==> src/rtl/assert_macros.svh <==
// Assertion macros used by the RTL.
`ifndef ASSERT_MACROS_SVH
`define ASSERT_MACROS_SVH

`ifndef ASSERT_OFF

// Same-cycle implication, checked out of reset.
`define ASSERT_IMPLY(lbl, clk_s, rstn_s, ante, cons) \
  lbl: assert property (@(posedge clk_s) disable iff (!(rstn_s)) (ante) |-> (cons)) \
    else $error("assertion failed: ante |-> cons");

// Next-cycle implication, checked out of reset.
`define ASSERT_NEXT(lbl, clk_s, rstn_s, ante, cons) \
  lbl: assert property (@(posedge clk_s) disable iff (!(rstn_s)) (ante) |=> (cons)) \
    else $error("assertion failed: ante |=> cons");

`else

`define ASSERT_IMPLY(lbl, clk_s, rstn_s, ante, cons)
`define ASSERT_NEXT(lbl, clk_s, rstn_s, ante, cons)

`endif

`endif

==> src/rtl/wsfu_pkg.sv <==
// Types and constants of the WebSocket frame unmasker.
`timescale 1ns / 1ps

package wsfu_pkg;

  localparam logic [2:0] ST_PAYLOAD   = 3'd0;
  localparam logic [2:0] ST_EMPTY     = 3'd1;
  localparam logic [2:0] ST_UNMASKED  = 3'd2;
  localparam logic [2:0] ST_LEN64     = 3'd3;
  localparam logic [2:0] ST_TRUNCATED = 3'd4;

  localparam logic [7:0] FIN_BIT       = 8'h80;
  localparam logic [7:0] MASK_BIT      = 8'h80;
  localparam logic [7:0] OPCODE_MASK   = 8'h0F;
  localparam logic [7:0] LEN7_MASK     = 8'h7F;
  localparam logic [6:0] LEN_CODE_EXT  = 7'd126;
  localparam logic [6:0] LEN_CODE_64   = 7'd127;

  typedef struct packed {
    logic [7:0] data_byte;
    logic       frame_start;
  } in_t;

  typedef struct packed {
    logic [7:0] payload_byte;
    logic       last;
    logic [3:0] opcode;
    logic       final_fragment;
    logic [2:0] status;
  } out_t;

endpackage

==> src/rtl/websocket_frame_unmasker.sv <==
// Top level of the WebSocket client frame deframer and unmasker.
// Input channel in_valid/in_stall/in_data carries one raw stream byte per
// transaction, with frame_start set on the first header byte of each frame.
// Output channel out_valid/out_stall/out_data carries at most one result per
// input byte: an unmasked payload byte (status 0, last on the final byte), an
// empty-frame marker, or an error (unmasked, 64-bit length, truncated frame).
// Header, length and key bytes give no result but an error or, for the last
// key byte of a frame with no payload, the empty-frame marker. Throughput:
// one byte per cycle while the receiver does not stall; an input register and
// a result register bound the parse and unmask logic, in that order.
// When the receiver stalls with a result held, the input register holds its
// byte and in_stall rises; input moves again the cycle the result is taken.
// Reset (rst_n low, synchronous) empties both registers and returns the
// parser to waiting for a frame start; the masking key is not cleared, since
// every frame writes all four key bytes before any payload byte reads them.
`timescale 1ns / 1ps
`include "assert_macros.svh"

module websocket_frame_unmasker (
  input  logic          clk,
  input  logic          rst_n,
  input  logic          in_valid,
  output logic          in_stall,
  input  wsfu_pkg::in_t  in_data,
  output logic          out_valid,
  input  logic          out_stall,
  output wsfu_pkg::out_t out_data
);
  import wsfu_pkg::*;

  typedef enum logic [6:0] {
    PH_IDLE    = 7'b0000001,
    PH_LEN     = 7'b0000010,
    PH_EXT_HI  = 7'b0000100,
    PH_EXT_LO  = 7'b0001000,
    PH_KEY     = 7'b0010000,
    PH_PAYLOAD = 7'b0100000,
    PH_DROP    = 7'b1000000
  } phase_t;

  logic        s1_valid_r;
  in_t         s1_data_r;
  logic        s1_go;
  logic        s1_fire;

  phase_t      phase_r, phase_nxt;
  logic [3:0]  opcode_r, opcode_nxt;
  logic        fin_r, fin_nxt;
  logic [15:0] remaining_r, remaining_nxt;
  logic [7:0]  len_hi_r, len_hi_nxt;
  logic [1:0]  key_pos_r, key_pos_nxt;
  logic [7:0]  mask_key_r [4];
  logic        key_we;

  logic        res_valid;
  out_t        res_data;
  logic        out_valid_r;
  out_t        out_data_r;

  logic [7:0]  b;
  logic        start;

  assign s1_go    = !(out_valid_r && out_stall);
  assign s1_fire  = s1_valid_r && s1_go;
  assign in_stall = s1_valid_r && !s1_go;
  assign b        = s1_data_r.data_byte;
  assign start    = s1_data_r.frame_start;

  // input register
  always_ff @(posedge clk) begin
    if (!rst_n) begin
      s1_valid_r <= 1'b0;
    end else if (!in_stall) begin
      s1_valid_r <= in_valid;
    end
    if (!in_stall && in_valid) begin
      s1_data_r <= in_data;
    end
  end

  always_comb begin
    phase_nxt     = phase_r;
    opcode_nxt    = opcode_r;
    fin_nxt       = fin_r;
    remaining_nxt = remaining_r;
    len_hi_nxt    = len_hi_r;
    key_pos_nxt   = key_pos_r;
    key_we        = 1'b0;
    res_valid     = 1'b0;
    res_data.payload_byte   = 8'h00;
    res_data.last           = 1'b1;
    res_data.opcode         = opcode_r;
    res_data.final_fragment = fin_r;
    res_data.status         = ST_PAYLOAD;

    if (start) begin
      if (phase_r != PH_IDLE && phase_r != PH_DROP) begin
        res_valid       = 1'b1;
        res_data.status = ST_TRUNCATED;
      end
      opcode_nxt = b[3:0] & OPCODE_MASK[3:0];
      fin_nxt    = (b & FIN_BIT) != 8'h00;
      phase_nxt  = PH_LEN;
    end else begin
      unique case (phase_r)
        PH_LEN: begin
          if ((b & MASK_BIT) == 8'h00) begin
            phase_nxt       = PH_DROP;
            res_valid       = 1'b1;
            res_data.status = ST_UNMASKED;
          end else if (b[6:0] == LEN_CODE_64) begin
            phase_nxt       = PH_DROP;
            res_valid       = 1'b1;
            res_data.status = ST_LEN64;
          end else if (b[6:0] == LEN_CODE_EXT) begin
            phase_nxt = PH_EXT_HI;
          end else begin
            remaining_nxt = {8'h00, b & LEN7_MASK};
            key_pos_nxt   = 2'd0;
            phase_nxt     = PH_KEY;
          end
        end
        PH_EXT_HI: begin
          len_hi_nxt = b;
          phase_nxt  = PH_EXT_LO;
        end
        PH_EXT_LO: begin
          remaining_nxt = {len_hi_r, b};
          key_pos_nxt   = 2'd0;
          phase_nxt     = PH_KEY;
        end
        PH_KEY: begin
          key_we      = 1'b1;
          key_pos_nxt = key_pos_r + 2'd1;
          if (key_pos_r == 2'd3) begin
            if (remaining_r == 16'd0) begin
              phase_nxt       = PH_IDLE;
              res_valid       = 1'b1;
              res_data.status = ST_EMPTY;
            end else begin
              phase_nxt = PH_PAYLOAD;
            end
          end
        end
        PH_PAYLOAD: begin
          key_pos_nxt   = key_pos_r + 2'd1;
          remaining_nxt = remaining_r - 16'd1;
          res_valid     = 1'b1;
          res_data.payload_byte = b ^ mask_key_r[key_pos_r];
          res_data.last         = (remaining_r == 16'd1);
          if (remaining_r == 16'd1) begin
            phase_nxt = PH_IDLE;
          end
        end
        PH_IDLE, PH_DROP: begin
        end
        default: begin
          phase_nxt = PH_IDLE;
        end
      endcase
    end
  end

  always_ff @(posedge clk) begin
    if (!rst_n) begin
      phase_r     <= PH_IDLE;
      opcode_r    <= 4'd0;
      fin_r       <= 1'b0;
      remaining_r <= 16'd0;
      len_hi_r    <= 8'd0;
      key_pos_r   <= 2'd0;
    end else if (s1_fire) begin
      phase_r     <= phase_nxt;
      opcode_r    <= opcode_nxt;
      fin_r       <= fin_nxt;
      remaining_r <= remaining_nxt;
      len_hi_r    <= len_hi_nxt;
      key_pos_r   <= key_pos_nxt;
    end
  end

  always_ff @(posedge clk) begin
    if (s1_fire && key_we && !start) begin
      mask_key_r[key_pos_r] <= b;
    end
  end

  // result register
  always_ff @(posedge clk) begin
    if (!rst_n) begin
      out_valid_r <= 1'b0;
    end else if (s1_go) begin
      out_valid_r <= s1_fire && res_valid;
    end
    if (s1_fire && res_valid) begin
      out_data_r <= res_data;
    end
  end

  assign out_valid = out_valid_r;
  assign out_data  = out_data_r;

  `ASSERT_IMPLY(a_err_is_last, clk, rst_n, out_valid_r && out_data_r.status != ST_PAYLOAD, out_data_r.last && out_data_r.payload_byte == 8'h00)
  `ASSERT_IMPLY(a_payload_count, clk, rst_n, phase_r == PH_PAYLOAD, remaining_r != 16'd0)
  `ASSERT_NEXT(a_truncate, clk, rst_n, s1_fire && start && phase_r != PH_IDLE && phase_r != PH_DROP, out_valid_r && out_data_r.status == ST_TRUNCATED)

endmodule
==> config.mk <==
export PLATFORM = sky130hd
export DESIGN_NAME = websocket_frame_unmasker
export DESIGN_NICKNAME = d
export VERILOG_FILES = /design/src/rtl/wsfu_pkg.sv /design/src/rtl/websocket_frame_unmasker.sv
export VERILOG_INCLUDE_DIRS = /design/src /design/src/rtl
export SDC_FILE = /design/constraint.sdc
export NUM_CORES = 1
export LEC_CHECK = 0
export BUFFER_PORTS_ARGS = -buffer_cell sky130_fd_sc_hd__buf_2
export CORE_MARGIN = 2
export CORE_UTILIZATION = 64
export CTS_CLUSTER_SIZE = 24
export DETAILED_ROUTE_END_ITERATION = 8
export GPL_TIMING_DRIVEN = 0
export PLACE_DENSITY_LB_ADDON = 0.3
export SYNTH_ARGS = -nofsm -noshare
export SYNTH_HDL_FRONTEND = slang
export SYNTH_SLANG_ARGS = --single-unit
==> constraint.sdc <==
create_clock -name clk -period 6.6 [get_ports clk]
set_input_delay 0 -clock clk [delete_from_list [all_inputs] [get_ports clk]]
set_output_delay 0 -clock clk [all_outputs]
set_load 0.05 [all_outputs]
==> reports/qor.txt <==
Cells after synthesis: 390
Final period util: 46.0%
TritonCTS Sinks: 100
Int Pwr: 835 uW
Delay-heaviest family, CP: simple AND/OR/NAND/NOR gates
IO Port Bufs: 30
Synthesized area per cell: 11.8 um^2
Critical Path RT: 6.58 ns
Busiest grt layer: met2
Layout cells sized above 1: 19.7%
GRT Total Usage: 28.1%
Seq pwr share: 61.9%
Worst-path clk slew: 0.10 ns
Hold Slack: 0.0958 ns
Post-synth top flop: edfxtp_1
Drt initial violations: 327
Gp weighted congestion: 0.944
EDFF count, synth: 58
Die X: 88.7 um
RSZ-0062 raised after global routing: false
Antenna viol nets, final: 0
Logic gate share of total power: 4.9%
FF+latch count, synth: 100
Area of the die: 0.00786 mm^2
Final Slew Violations: 0
Worst path max stage delay: 1.00 ns
Synthesized area: 0.00459 mm^2
Clock Skews: 0.0109 ns
Commonest cells after routing, fill and taps aside: 58 x edfxtp_1, 42 x dfxtp_1, 37 x buf_2, 35 x nor2_1, 29 x nand2_1
CTS tree: built
CTS max path bufs: 2
Fin crit period: 3.04 ns
Worst setup SP type: register
Met2 usage: 44.6%
Core ar.: 0.00687 mm^2
Met1 Usage GRT: 37.7%
Met3 usage: 7.09%
Ports: 32
Final hold viol count: 0
Fmax: 329 MHz
Row Count: 30
Worst-margin pin slew: 1.26 ns
N_diodes: 0
Fin worst setup slack: 3.56 ns
Critical Path Slowest Stage Cell: nor2b_1
Leakage Power: 0.00186 uW
First-pass GRT wire length: 16.1 mm
DP HPWL: 6.99 mm
CP bufs+invs: 1
Setup Viol. Count Final: 0
Pre-CTS setup slack: 3.62 ns
Vias post-DR: 3393
Drt drc: 0
Routed vias/inst: 6.25
Net Switching: 253 uW
WL final: 10.4 mm
Commonest non-fill, non-tap cell in the layout: edfxtp_1
Hold/Removal Path Class: input pin to register
Area Overhead vs Synth: 12.2%
Count of cell types in the netlist: 65
TritonCTS Buffers: 9
Status: complete, no violations
Clock network power share: 33.2%
Initial antenna violation count: 0
Pwr dens: 211 mW/mm^2
Max H-tree Level: 3
Nets: 462
Most common cell on crit path: nand4_1
Critical-path maximum fanout: 17
Peak VDD IR: 205 uV
Net Sw Frac: 23.3%
Clk root buf: clkbuf_8
Yosys warns: 0
Worst path depth: 6
Initial Util: 66.8%
Max_cap viols: 0
Total gr overflow: 0
Worst hold path stage count: 3
Wire per inst: 19.2 um
FILL cells: 466
Post-route setup TNS: 0 ns
Kind of critical path: register to register
Post-synthesis sequential area ratio: 56.3%
Post-synth ARST share: 0%
Vias in the first global route: 3150
Chip height: 88.7 um
Synth Net Count: 410
Rel. slew slack: 15.5%
Crit end category: register
Largest net degree at the start of global routing: 18
Crit-path cells: buf_6 -> or4_4 -> nor3_4 -> nand4_1 -> nand4_1 -> nor2b_1
Arr. time, crit path: 3.02 ns
Worst skew pair latency: 0.37 ns
Pre-antenna DRT Iters: 5
R2R cell count: 6
Fin util: 74.9%
## cells in the mapped netlist (all sizes together) (2+ instances only)
| cell | instances | area share, % |
|---|---|---|
| a211oi | 2 | 0.33 |
| and2 | 4 | 0.60 |
| a221oi | 3 | 0.57 |
| o21a | 3 | 0.49 |
| a21oi | 23 | 2.5 |
| o22ai | 2 | 0.27 |
| nor4 | 8 | 1.6 |
| nand2 | 29 | 2.4 |
| nor4b | 2 | 0.52 |
| nand3 | 6 | 0.65 |
| or3 | 3 | 0.41 |
| o32ai | 6 | 1.1 |
| or4 | 5 | 0.90 |
| and3 | 9 | 1.3 |
| xnor2 | 13 | 2.5 |
| o2bb2ai | 2 | 0.38 |
| o211ai | 2 | 0.33 |
| o31a | 3 | 0.60 |
| inv | 8 | 0.65 |
| o21ai | 16 | 1.7 |
| buf | 16 | 2.6 |
| nor2b | 2 | 0.27 |
| nand2b | 5 | 0.74 |
| mux2i | 15 | 3.3 |
| mux4 | 8 | 3.9 |
| o31ai | 3 | 0.49 |
| nor3 | 10 | 1.7 |
| ha | 7 | 1.9 |
| nor2 | 36 | 3.1 |
| nand3b | 2 | 0.33 |
| dfxtp | 42 | 18 |
| clkbuf | 10 | 0.82 |
| edfxtp | 58 | 38 |
| a21o | 4 | 0.68 |
| nand4 | 8 | 1.1 |
## routing by layer
layer | vias up | wire length [um]
met5 | - | 0
met3 | 25 | 856
met2 | 183 | 4920
li1 | 1557 | -
met4 | 0 | 282
met1 | 1628 | 4390
## sequential cells by signal, indices dropped and copies added (netlist names), named ones only
register and cells:
b 8, fin_r 1, key_pos_r 2, len_hi_r 8, mask_key_r 32, opcode_r 4, out_data 17, out_valid 1
phase_r 7, remaining_r 16, s1_valid_r 1, start 1
## area by class of cell
class	count	area, um^2	area share [%]
plain buffers	26	155	3.01
clock inverters	4	32.5	0.632
multi-input cells	255	1820	35.3
flip-flops and latches	100	2580	50.2
well taps	96	120	2.33
repair buffers	41	260	5.06
inverters	9	33.8	0.656
clock buffers	12	145	2.82
## final timing paths
kind	startpoint	end	slack (ns)
worst max register to register	phase_r[0]	out_data[1]	3.56
worst min-delay path	rst_n	remaining_r[3]	0.1
worst min register to register	fin_r	out_data[3]	0.45
worst max-delay path	phase_r[0]	out_data[1]	3.56
## what timing repair did
item                                   CTS  global route
endpoints found under the hold margin   11             0
gates resized for setup                  0             0
setup buffers                            0             0
hold buffers                            11             0
## power by group through the flow
stage | logic [uW] | clock network, uW | registers, uW
floorplan | 28.6 | 0 | 688
global placement | 46.2 | 0 | 687
detailed placement | 46.9 | 0 | 688
CTS | 51.9 | 359 | 673
global route | 57.1 | 383 | 675
finish | 53.2 | 361 | 674
## worst register-to-register path, stage by stage (launching register included)
cell     delay [ns]
dfxtp_1        0.32
buf_6          0.14
or4_4          0.55
nor3_4         0.32
nand4_1        0.20
nand4_1        0.13
nor2b_1        1.00
## through the flow
stage          instance area (um^2)  instances  power [uW]
3_5_place_dp                   4860        516         735
4_1_cts                        5150        543        1080
5_1_grt                        5150        543        1110
2_1_floorplan                  4590        390         717
6_report                       5150        543        1090
3_3_place_gp                   4860        516         733
## cell families after synthesis
group	share of synthesized area, %
adder cells (fa/ha/maj)	1.91
XOR/XNOR	2.67
multiplexers	7.44
buffers and inverters	4.12
AND/OR/NAND/NOR	16.1
flip-flops	56.3
AO/OA/AOI/OAI	11.5
No activity file was read; power rests on OpenSTA's default activity.
